[config.mk]
export PLATFORM = sky130hd
export DESIGN_NAME = uri_authority_parser
export DESIGN_NICKNAME = d
export VERILOG_FILES = /design/src/hw/rtl/uap_pkg.sv /design/src/hw/rtl/uri_authority_parser.sv
export SDC_FILE = /design/constraint.sdc
export NUM_CORES = 1
export LEC_CHECK = 0
export ABC_AREA = 1
export BUFFER_PORTS_ARGS = -buffer_cell sky130_fd_sc_hd__buf_4
export CAP_MARGIN = 20
export CORE_MARGIN = 5
export CORE_UTILIZATION = 66
export DETAILED_ROUTE_END_ITERATION = 10
export PLACE_DENSITY = 0.87
export SLEW_MARGIN = 40
export SYNTH_ARGS = -nofsm -noshare
export SYNTH_HDL_FRONTEND = slang
export SYNTH_SLANG_ARGS = --single-unit
[constraint.sdc]
create_clock -name clk -period 8.1 [get_ports clk]
set_input_delay 1.62 -clock clk [delete_from_list [all_inputs] [get_ports clk]]
set_output_delay 1.62 -clock clk [all_outputs]
set_load 0.05 [all_outputs]
[src/hw/rtl/uap_pkg.sv]
// Shared types and constants for the URI authority parser.
package uap_pkg;

    localparam int MAX_LEN_DEFAULT = 1024;
    localparam int OFF_W           = 10;
    localparam int PORT_W          = 16;

    localparam logic [1:0] ST_OK     = 2'd0;
    localparam logic [1:0] ST_SYNTAX = 2'd1;
    localparam logic [1:0] ST_RANGE  = 2'd2;
    localparam logic [1:0] ST_LONG   = 2'd3;

    localparam logic [PORT_W-1:0] PORT_SAT = 16'hFFFF;

    typedef enum logic [6:0] {
        PH_SLASH1  = 7'b0000001,
        PH_SLASH2  = 7'b0000010,
        PH_HOST    = 7'b0000100,
        PH_BRACKET = 7'b0001000,
        PH_AFTER   = 7'b0010000,
        PH_PORT    = 7'b0100000,
        PH_PATH    = 7'b1000000
    } phase_t;

    typedef struct packed {
        logic [7:0] char_byte;
        logic       last_byte;
    } in_beat_t;

    typedef struct packed {
        logic [1:0]        status;
        logic              userinfo_present;
        logic [OFF_W-1:0]  userinfo_length;
        logic [OFF_W-1:0]  host_offset;
        logic [OFF_W-1:0]  host_length;
        logic              port_present;
        logic [PORT_W-1:0] port_number;
        logic              path_present;
        logic [OFF_W-1:0]  path_offset;
        logic [OFF_W-1:0]  path_length;
    } result_t;

endpackage

[src/hw/rtl/uri_authority_parser.sv]
// URI authority parser: byte-stream splitter of userinfo, host, port and path.
// Throughput: one byte beat per cycle; a last byte waits in the input register
// while an earlier result beat is stalled.
// Result path: a last byte is taken into the input register, then parse logic
// loads its result beat into the result register.
// Reset: rst_n clears both pipeline valids and the parse state at once.
module uri_authority_parser #(
    parameter int MAX_LEN = uap_pkg::MAX_LEN_DEFAULT
) (
    input  logic              clk,
    input  logic              rst_n,
    input  logic              byte_valid,
    output logic              byte_ready,
    input  uap_pkg::in_beat_t byte_data,
    output logic              result_valid,
    input  logic              result_ready,
    output uap_pkg::result_t  result_data
);

    localparam int POS_W = $clog2(MAX_LEN + 1);
    localparam int OFF_W = uap_pkg::OFF_W;

    function automatic logic is_unreserved(input logic [7:0] c);
        return (c >= 8'h61 && c <= 8'h7A) || (c >= 8'h41 && c <= 8'h5A) ||
               (c >= 8'h30 && c <= 8'h39) || c == 8'h2D || c == 8'h2E ||
               c == 8'h5F || c == 8'h7E;
    endfunction

    function automatic logic [OFF_W-1:0] to_off(input logic [POS_W-1:0] x);
        logic [POS_W+OFF_W-1:0] wide;
        wide = {{OFF_W{1'b0}}, x};
        return wide[OFF_W-1:0];
    endfunction

    logic              s1_valid_reg;
    uap_pkg::in_beat_t s1_beat_reg;
    logic              out_valid_reg;
    uap_pkg::result_t  out_data_reg;
    uap_pkg::result_t  out_data_next;
    logic              s1_consume;

    uap_pkg::phase_t          phase_reg, phase_next;
    logic [POS_W-1:0]         pos_reg, pos_next;
    logic [OFF_W-1:0]         ui_len_reg, ui_len_next;
    logic                     ui_flag_reg, ui_flag_next;
    logic [OFF_W-1:0]         host_begin_reg, host_begin_next;
    logic [POS_W-1:0]         host_len_reg, host_len_next;
    logic                     port_flag_reg, port_flag_next;
    logic [uap_pkg::PORT_W-1:0] port_acc_reg, port_acc_next;
    logic                     path_flag_reg, path_flag_next;
    logic [OFF_W-1:0]         path_begin_reg, path_begin_next;
    logic [1:0]               err_reg, err_next;

    logic [7:0]       c;
    logic [POS_W-1:0] pos_inc;
    logic [19:0]      port_mul;
    logic [1:0]       st;

    assign s1_consume   = s1_valid_reg &&
                          (!s1_beat_reg.last_byte || !out_valid_reg || result_ready);
    assign byte_ready   = !s1_valid_reg || s1_consume;
    assign result_valid = out_valid_reg;
    assign result_data  = out_data_reg;

    assign c        = s1_beat_reg.char_byte;
    assign pos_inc  = pos_reg + 1'b1;
    assign port_mul = {1'b0, port_acc_reg, 3'b000} + {3'b000, port_acc_reg, 1'b0}
                      + {16'd0, c[3:0] - 4'd0};

    always_comb
    begin
        phase_next      = phase_reg;
        pos_next        = pos_reg;
        ui_len_next     = ui_len_reg;
        ui_flag_next    = ui_flag_reg;
        host_begin_next = host_begin_reg;
        host_len_next   = host_len_reg;
        port_flag_next  = port_flag_reg;
        port_acc_next   = port_acc_reg;
        path_flag_next  = path_flag_reg;
        path_begin_next = path_begin_reg;
        err_next        = err_reg;

        if (err_reg == uap_pkg::ST_OK)
        begin
            if (pos_reg >= POS_W'(MAX_LEN))
            begin
                err_next = uap_pkg::ST_LONG;
            end
            else
            begin
                pos_next = pos_inc;
                case (phase_reg)
                    uap_pkg::PH_SLASH1:
                    begin
                        if (c == 8'h2F) phase_next = uap_pkg::PH_SLASH2;
                        else            err_next   = uap_pkg::ST_SYNTAX;
                    end
                    uap_pkg::PH_SLASH2:
                    begin
                        if (c == 8'h2F) phase_next = uap_pkg::PH_HOST;
                        else            err_next   = uap_pkg::ST_SYNTAX;
                    end
                    uap_pkg::PH_HOST:
                    begin
                        if (is_unreserved(c))
                        begin
                            host_len_next = host_len_reg + 1'b1;
                        end
                        else if (c == 8'h40 && !ui_flag_reg)
                        begin
                            ui_flag_next    = 1'b1;
                            ui_len_next     = to_off(host_len_reg);
                            host_begin_next = to_off(pos_inc);
                            host_len_next   = '0;
                        end
                        else if (c == 8'h5B && host_len_reg == '0)
                        begin
                            host_begin_next = to_off(pos_reg);
                            host_len_next   = POS_W'(1);
                            phase_next      = uap_pkg::PH_BRACKET;
                        end
                        else if (c == 8'h3A)
                        begin
                            port_flag_next = 1'b1;
                            phase_next     = uap_pkg::PH_PORT;
                        end
                        else if (c == 8'h2F)
                        begin
                            path_flag_next  = 1'b1;
                            path_begin_next = to_off(pos_inc);
                            phase_next      = uap_pkg::PH_PATH;
                        end
                        else
                        begin
                            err_next = uap_pkg::ST_SYNTAX;
                        end
                    end
                    uap_pkg::PH_BRACKET:
                    begin
                        if (c == 8'h5D)      phase_next    = uap_pkg::PH_AFTER;
                        else if (c == 8'h00) err_next      = uap_pkg::ST_SYNTAX;
                        else                 host_len_next = host_len_reg + 1'b1;
                    end
                    uap_pkg::PH_AFTER:
                    begin
                        if (c == 8'h3A)
                        begin
                            port_flag_next = 1'b1;
                            phase_next     = uap_pkg::PH_PORT;
                        end
                        else if (c == 8'h2F)
                        begin
                            path_flag_next  = 1'b1;
                            path_begin_next = to_off(pos_inc);
                            phase_next      = uap_pkg::PH_PATH;
                        end
                        else
                        begin
                            err_next = uap_pkg::ST_SYNTAX;
                        end
                    end
                    uap_pkg::PH_PORT:
                    begin
                        if (c >= 8'h30 && c <= 8'h39)
                        begin
                            if (port_mul > {4'd0, uap_pkg::PORT_SAT})
                                port_acc_next = uap_pkg::PORT_SAT;
                            else
                                port_acc_next = port_mul[15:0];
                        end
                        else if (c == 8'h2F)
                        begin
                            path_flag_next  = 1'b1;
                            path_begin_next = to_off(pos_inc);
                            phase_next      = uap_pkg::PH_PATH;
                        end
                        else
                        begin
                            err_next = uap_pkg::ST_SYNTAX;
                        end
                    end
                    uap_pkg::PH_PATH:
                    begin
                        if (!is_unreserved(c)) err_next = uap_pkg::ST_SYNTAX;
                    end
                    default:
                    begin
                        err_next = uap_pkg::ST_SYNTAX;
                    end
                endcase
            end
        end
    end

    always_comb
    begin
        st = err_next;
        if (err_next == uap_pkg::ST_OK)
        begin
            if (phase_next == uap_pkg::PH_SLASH1 || phase_next == uap_pkg::PH_SLASH2 ||
                phase_next == uap_pkg::PH_BRACKET)
                st = uap_pkg::ST_SYNTAX;
            else if (port_flag_next && port_acc_next == uap_pkg::PORT_SAT)
                st = uap_pkg::ST_RANGE;
        end

        out_data_next        = '0;
        out_data_next.status = st;
        if (st == uap_pkg::ST_OK)
        begin
            out_data_next.userinfo_present = ui_flag_next;
            out_data_next.userinfo_length  = ui_len_next;
            out_data_next.host_offset      = host_begin_next;
            out_data_next.host_length      = to_off(host_len_next);
            out_data_next.port_present     = port_flag_next;
            out_data_next.port_number      = port_acc_next;
            if (path_flag_next)
            begin
                out_data_next.path_present = 1'b1;
                out_data_next.path_offset  = path_begin_next;
                out_data_next.path_length  = to_off(pos_next) - path_begin_next;
            end
        end
    end

    always_ff @(posedge clk or negedge rst_n)
    begin
        if (!rst_n)
        begin
            s1_valid_reg   <= 1'b0;
            out_valid_reg  <= 1'b0;
            phase_reg      <= uap_pkg::PH_SLASH1;
            pos_reg        <= '0;
            ui_len_reg     <= '0;
            ui_flag_reg    <= 1'b0;
            host_begin_reg <= OFF_W'(2);
            host_len_reg   <= '0;
            port_flag_reg  <= 1'b0;
            port_acc_reg   <= '0;
            path_flag_reg  <= 1'b0;
            path_begin_reg <= '0;
            err_reg        <= uap_pkg::ST_OK;
        end
        else
        begin
            if (byte_ready)
                s1_valid_reg <= byte_valid;

            if (s1_consume && s1_beat_reg.last_byte)
                out_valid_reg <= 1'b1;
            else if (result_ready)
                out_valid_reg <= 1'b0;

            if (s1_consume)
            begin
                if (s1_beat_reg.last_byte)
                begin
                    phase_reg      <= uap_pkg::PH_SLASH1;
                    pos_reg        <= '0;
                    ui_len_reg     <= '0;
                    ui_flag_reg    <= 1'b0;
                    host_begin_reg <= OFF_W'(2);
                    host_len_reg   <= '0;
                    port_flag_reg  <= 1'b0;
                    port_acc_reg   <= '0;
                    path_flag_reg  <= 1'b0;
                    path_begin_reg <= '0;
                    err_reg        <= uap_pkg::ST_OK;
                end
                else
                begin
                    phase_reg      <= phase_next;
                    pos_reg        <= pos_next;
                    ui_len_reg     <= ui_len_next;
                    ui_flag_reg    <= ui_flag_next;
                    host_begin_reg <= host_begin_next;
                    host_len_reg   <= host_len_next;
                    port_flag_reg  <= port_flag_next;
                    port_acc_reg   <= port_acc_next;
                    path_flag_reg  <= path_flag_next;
                    path_begin_reg <= path_begin_next;
                    err_reg        <= err_next;
                end
            end
        end
    end

    always_ff @(posedge clk)
    begin
        if (byte_ready && byte_valid)
            s1_beat_reg <= byte_data;
        if (s1_consume && s1_beat_reg.last_byte)
            out_data_reg <= out_data_next;
    end

endmodule

==> results.json, run 1 <==
{
  "cap_violations": 0,
  "synth_cell_types": 53,
  "clk_pin_slew_ns": 0.07,
  "critPathKind": "reg2reg",
  "die_y_um": 134.1,
  "seq_area_frac_synth_pct": 43.82,
  "wl_per_cell_um": 17.08,
  "period_share_pct": 55.00,
  "synthTopCellsByCount": "nand2_1 (313), inv_1 (175), nor2_1 (149), nand3_1 (83)",
  "overflow": 0,
  "slew_headroom_pct": 50.03,
  "p_leak_nw": 5.543,
  "startpoint_type": "flop",
  "dp.final_hpwl_um": 19420,
  "insertion_delay_ns": 0.44,
  "muxShareOfSynthArea_pct": 0.1107,
  "routed_wl_um": 26970,
  "rsz0062_at_grt": "no",
  "avgSynthCellArea_um2": 7.781,
  "cts_setup_buffers": 0,
  "drc_errors": 0,
  "synth-compound-area-share_pct": 12.73,
  "drt-initial-drc-count": 1236,
  "groute.layer.met2.usage_pct": 49.16,
  "cts_buffer_depth": 2,
  "synthTopCellsByArea": "edfxtp_1 (24%), dfrtp_1 (20%), nand2_1 (12%)",
  "final-setup-viol-count": 0,
  "antenna_found_initial": 0,
  "powerDensity_mw_per_mm2": 255.5,
  "top_usage_layer": "met2",
  "start_util_pct": 67.15,
  "irDropWorstVdd_v": 0.0003308,
  "ant_nets": 0,
  "synth_top_family_by_area": "simple AND/OR/NAND/NOR gates",
  "grt_pass1_vias": 8877,
  "cp_max_fo": 17,
  "synth_edf_count": 80,
  "min_period_ns": 4.455,
  "rows": 45,
  "synth_top_area_share_pct": 23.62,
  "die_w_um": 134.1,
  "largest_register_ffs": 71,
  "globalplace.congestion": 0.9549,
  "final_layout_size_suffix_gt1_share_pct": 13.95,
  "antennaDiodeCount": 0,
  "fmax_mhz": 224.5,
  "yosysWarnings": 0,
  "slew_viol_final": 0,
  "met1_usage_pct": 41.74,
  "power_w": 0.002931,
  "grt.met3_usage_pct": 5.364,
  "drt_pre_antenna_iters": 7,
  "setup_tns_ns": 0,
  "yosys.area.top_type": "edfxtp_1",
  "status": "finished, final reports clean",
  "cts_tree": "built",
  "synth_xor_area_share_pct": 1.722,
  "synth_simple_gate_area_share_pct": 26.57,
  "tightestPinTransition_ns": 0.7495,
  "synthAdderAreaFrac_pct": 6.004,
  "core_area_mm2": 0.01515,
  "min_path_type": "reg2reg",
  "async_reset_ff_share_pct": 50.62,
  "ios": 86,
  "worst_clock_skew_ns": 0.01372,
  "end_kind": "flop",
  "grt_pass1_wl_um": 44030,
  "cts_buffers": 17,
  "ys_ff_latch": 162,
  "synthFlopType": "edfxtp_1",
  "grt_usage_pct": 30.31,
  "synth_area_mm2": 0.01017,
  "synth_cells": 1307,
  "cp.required_ns": 8.29,
  "syn_to_final_growth_pct": 12.83,
  "cts.sinks": 162,
  "fillers": 1139,
  "cts_resized": 0,
  "syn-num-nets": 1367,
  "port_buffers": 85,
  "die_area_mm2": 0.01799,
  "h-tree-depth": 4,
  "cts_hold_buf": 0,
  "crit_arrival_ns": 4.65,
  "grt_max_degree": 80,
  "fin_nets": 1438,
  "hold_viol_final": 0,
  "cts-root-buf": "clkbuf_16",
  "vias": 9516,
  "yosysMostFrequentCell": "nand2_1",
  "via_per_inst": 6.027
}
cell usage in the layout (no fill, tap or decap), drive strengths merged, types with 2 or more instances in the layout:
cell type,count
a22oi,2
or2,4
o31ai,5
fa,3
nand4,11
nand3b,6
edfxtp,80
ha,44
nand3,86
xnor2,6
a31oi,4
clkbuf,20
o21ai,82
a32oi,2
clkinv,3
dfstp,2
dfrtp,80
buf,92
nor2,184
a211oi,3
o211ai,8
inv,200
a21oi,41
o311ai,4
nor3,12
xor2,14
o22ai,63
nand2,318
worst paths after layout:
check / to / start / cells past startpoint / slack [ns]
worst max-delay path: result_data[8] / phase_reg[6] / 22 / 3.65
worst min-delay path: path_begin_reg[7] / path_begin_reg[7] / 2 / 0.51
worst max register to register: result_data[8] / phase_reg[6] / 22 / 3.65
worst min register to register: path_begin_reg[7] / path_begin_reg[7] / 2 / 0.51
max in group asynchronous: port_acc_reg[7] / rst_n / 2 / 6.26
min in group asynchronous: port_acc_reg[13] / rst_n / 1 / 0.97
layer usage:
layer  vias to the layer above  wire (µm)
met2                       575      12820
met5                         -          0
met1                      4396      11250
li1                       4481          -
met3                        64       2290
met4                         0        612
metrics by stage:
step / util (%) / area, µm² / hold WS [ns] / worst slack [ns] / std cells
3_5_place_dp: 72.04 / 10910 / 0.4924 / 3.787 / 1547
3_3_place_gp: 71.89 / 10890 / 0.4873 / 3.626 / 1545
5_1_grt: 75.76 / 11470 / 0.5395 / 3.234 / 1579
6_report: 75.76 / 11470 / 0.5140 / 3.645 / 1579
2_1_floorplan: - / 10170 / 0.4641 / 4.108 / 1307
4_1_cts: 75.75 / 11470 / 0.5089 / 3.739 / 1579
cells by family after synthesis:
group | count (synthesis)
buffers and inverters | 231
AO/OA/AOI/OAI | 222
XOR/XNOR | 20
AND/OR/NAND/NOR | 624
flip-flops | 162
multiplexers | 1
adder cells (fa/ha/maj) | 47
worst max-delay path: stages, from the launching register on:
cell and delay [ns]:
dfrtp_1 0.42, nor2_2 0.19, nand2_2 0.13, nor2_4 0.36
clkinv_1 0.37, nand2_1 0.17, nor2_1 0.08, nor2_2 0.25
o211ai_1 0.32, a21oi_1 0.24, a21oi_1 0.09, ha_1 0.39
a21oi_1 0.13, o21ai_0 0.16, a21oi_1 0.16, nor2_1 0.05
nor2_1 0.15, inv_1 0.06, a21oi_1 0.11, o21ai_0 0.11
xor2_1 0.15, inv_1 0.07, nor2_1 0.04
cell type report:
type | instances | area (µm²) | area share [%]
inverter | 190 | 713.2 | 6.215
timing repair buffer | 93 | 708.2 | 6.172
clock inverter | 13 | 108.9 | 0.9486
clock buffer | 19 | 452.9 | 3.947
sequential | 162 | 4457 | 38.84
tap | 188 | 235.2 | 2.050
multi-input combinational | 914 | 4800 | 41.83
report_power, final:
group | switching [W] | internal, W
Combinational | 0.000811 | 0.000349
Sequential | 0.0000556 | 0.000935
Clock | 0.000361 | 0.000420
No activity file was read; power rests on OpenSTA's default activity.
==> run 2, diff against run 1 <==
--- a/config.mk
+++ b/config.mk
@@ -9,9 +9,9 @@
 export BUFFER_PORTS_ARGS = -buffer_cell sky130_fd_sc_hd__buf_4
 export CAP_MARGIN = 20
 export CORE_MARGIN = 5
-export CORE_UTILIZATION = 66
+export CORE_UTILIZATION = 61
 export DETAILED_ROUTE_END_ITERATION = 10
-export PLACE_DENSITY = 0.87
+export PLACE_DENSITY = 0.81
 export SLEW_MARGIN = 40
 export SYNTH_ARGS = -nofsm -noshare
 export SYNTH_HDL_FRONTEND = slang
==> constraint.sdc (replaced) <==
create_clock -name clk -period 4.7 [get_ports clk]
set_input_delay 0.94 -clock clk [delete_from_list [all_inputs] [get_ports clk]]
set_output_delay 0.94 -clock clk [all_outputs]
set_load 0.05 [all_outputs]
==> run 2 against run 1 <==
Net effect: worst setup slack got worse by 3.2 ns; largest power group unchanged; register-to-register slack got worse by 3.2 ns; critical path depth fell by 1; highest routed layer unchanged; clock skew barely moved; largest cell class unchanged; final cell count rose by 2.6%; routed wire length rose by 0.12%.
==> results.json, run 2 (synthesized netlist as in run 1, its figures left out) <==
{
  "rows": 47,
  "globalplace.congestion": 0.9522,
  "grt_pass1_wl_um": 44860,
  "swShare_pct": 41.41,
  "grt_pass1_vias": 8928,
  "drt_pre_antenna_iters": 9,
  "power_frac_seq_pct": 33.4,
  "hold_viol_final": 0,
  "fmax_mhz": 235.8,
  "insertion_delay_ns": 0.43,
  "cts_tree": "built",
  "p_leak_nw": 5.577,
  "antennaDiodeCount": 0,
  "wl_per_cell_um": 16.67,
  "internal_power_w": 0.002994,
  "combinationalPowerShare_pct": 39.8,
  "h-tree-depth": 4,
  "vias": 9498,
  "ios": 86,
  "dp.final_hpwl_um": 19550,
  "cts_buffer_depth": 2,
  "slew_headroom_pct": 49.26,
  "cts_hold_buf": 0,
  "die_y_um": 139.1,
  "clk_pin_slew_ns": 0.07,
  "final-setup-viol-count": 0,
  "power_frac_clock_pct": 26.8,
  "port_buffers": 85,
  "die_area_mm2": 0.01935,
  "startpoint_type": "flop",
  "powerDensity_mw_per_mm2": 440.6,
  "antenna_found_initial": 0,
  "irDropWorstVdd_v": 0.0004219,
  "die_w_um": 139.1,
  "rsz0062_at_grt": "no",
  "via_per_inst": 5.863,
  "final_layout_size_suffix_gt1_share_pct": 14.50,
  "core_area_mm2": 0.01647,
  "grt_usage_pct": 27.98,
  "ant_nets": 0,
  "power_w": 0.005110,
  "period_share_pct": 90.25,
  "start_util_pct": 61.76,
  "grt_max_degree": 65,
  "cp.required_ns": 4.88,
  "cts-root-buf": "clkbuf_16",
  "fin_nets": 1447,
  "final_common_cell": "nand2_1",
  "tightestPinTransition_ns": 0.7612,
  "slew_viol_final": 0,
  "final_cell_mix": "nand2_1 (313), inv_1 (172), nor2_1 (149)",
  "min_path_type": "reg2reg",
  "largest_register_ffs": 71,
  "cp_max_fo": 14,
  "cts_buffers": 17,
  "status": "finished, final reports clean",
  "end_kind": "flop",
  "cts.sinks": 162,
  "crit_arrival_ns": 4.43,
  "routed_wl_um": 27010,
  "drc_errors": 0,
  "cap_violations": 0,
  "setup_tns_ns": 0,
  "min_period_ns": 4.242,
  "overflow": 0,
  "syn_to_final_growth_pct": 14.06,
  "drt-initial-drc-count": 1164,
  "worst_clock_skew_ns": 0.01373,
  "critPathKind": "reg2reg",
  "p_switching_w": 0.002116
}
## run 2: cell types whose count changed in the layout (fill, tap and decap cells not counted), moves of 3 or more
cell and change:
clkbuf_8 -3, inv_6 -3, clkinvlp_4 +3, buf_4 +10
## run 2: critical path: stages (launching register included)
cell and delay [ns]:
dfrtp_1 0.44, nor2_1 0.16, nand2_1 0.11, nor2_2 0.49, nor2_1 0.20, nor2_2 0.31, o211ai_1 0.14, buf_4 0.18
buf_4 0.14, a21oi_1 0.25, ha_1 0.33, a21oi_1 0.13, o21ai_0 0.15, a21oi_1 0.17, nor2_1 0.05, nor2_1 0.15
inv_1 0.06, a21oi_1 0.15, o21ai_0 0.12, xor2_1 0.16, inv_1 0.06, nor2_1 0.04
## run 2: final timing paths
kind | start | end | slack [ns] | cells past startpoint
setup / recovery | phase_reg[2] | result_data[8] | 0.46 | 21
hold / removal | path_begin_reg[7] | path_begin_reg[7] | 0.51 | 2
setup reg to reg | phase_reg[2] | result_data[8] | 0.46 | 21
hold reg to reg | path_begin_reg[7] | path_begin_reg[7] | 0.51 | 2
max in group asynchronous | rst_n | host_begin_reg[1] | 3.20 | 2
min in group asynchronous | rst_n | port_acc_reg[15] | 0.55 | 1
## run 2: final cells by class
cell class              count  area, µm²
fillers                  1378       4866
multi-input cells         914       4800
flip-flops and latches    162       4457
repair buffers            102      778.2
inverters                 190      719.4
clock buffers              18      429.2
well taps                 220      275.3
clock inverters            14      141.4
## run 2: layer usage
layer,GRT usage [%],vias up,part of all wire [%]
met1,39.97,4455,43
met3,4.621,69,8.4
met4,8.136,0,2.4
met5,0,-,0
li1,-,4494,-
met2,44.44,480,46
## run 2: through the flow
stage	util (%)	area [µm²]	hold WS, ns	worst slack, ns	cells
3_5_place_dp	66.82	11000	0.4901	0.3407	1585
5_1_grt	70.45	11600	0.5380	0.1273	1620
6_report	70.45	11600	0.5077	0.4585	1620
4_1_cts	70.29	11570	0.5082	0.3079	1617
3_3_place_gp	66.81	11000	0.4783	0.4167	1585
2_1_floorplan	-	10170	0.4641	1.180	1307
## run 2: power by group through the flow
stage / registers, W / logic (W) / clock network (W)
detailed placement: 0.00173 / 0.00198 / 0
global route: 0.00172 / 0.00226 / 0.00144
CTS: 0.00170 / 0.00200 / 0.00137
finish: 0.00171 / 0.00204 / 0.00137
floorplan: 0.00182 / 0.00144 / 0
global placement: 0.00173 / 0.00194 / 0
## run 2: what timing repair did
action                     CTS  global route
setup endpoints to repair    0             2
gates resized for setup      0             1
buffers inserted             0             3
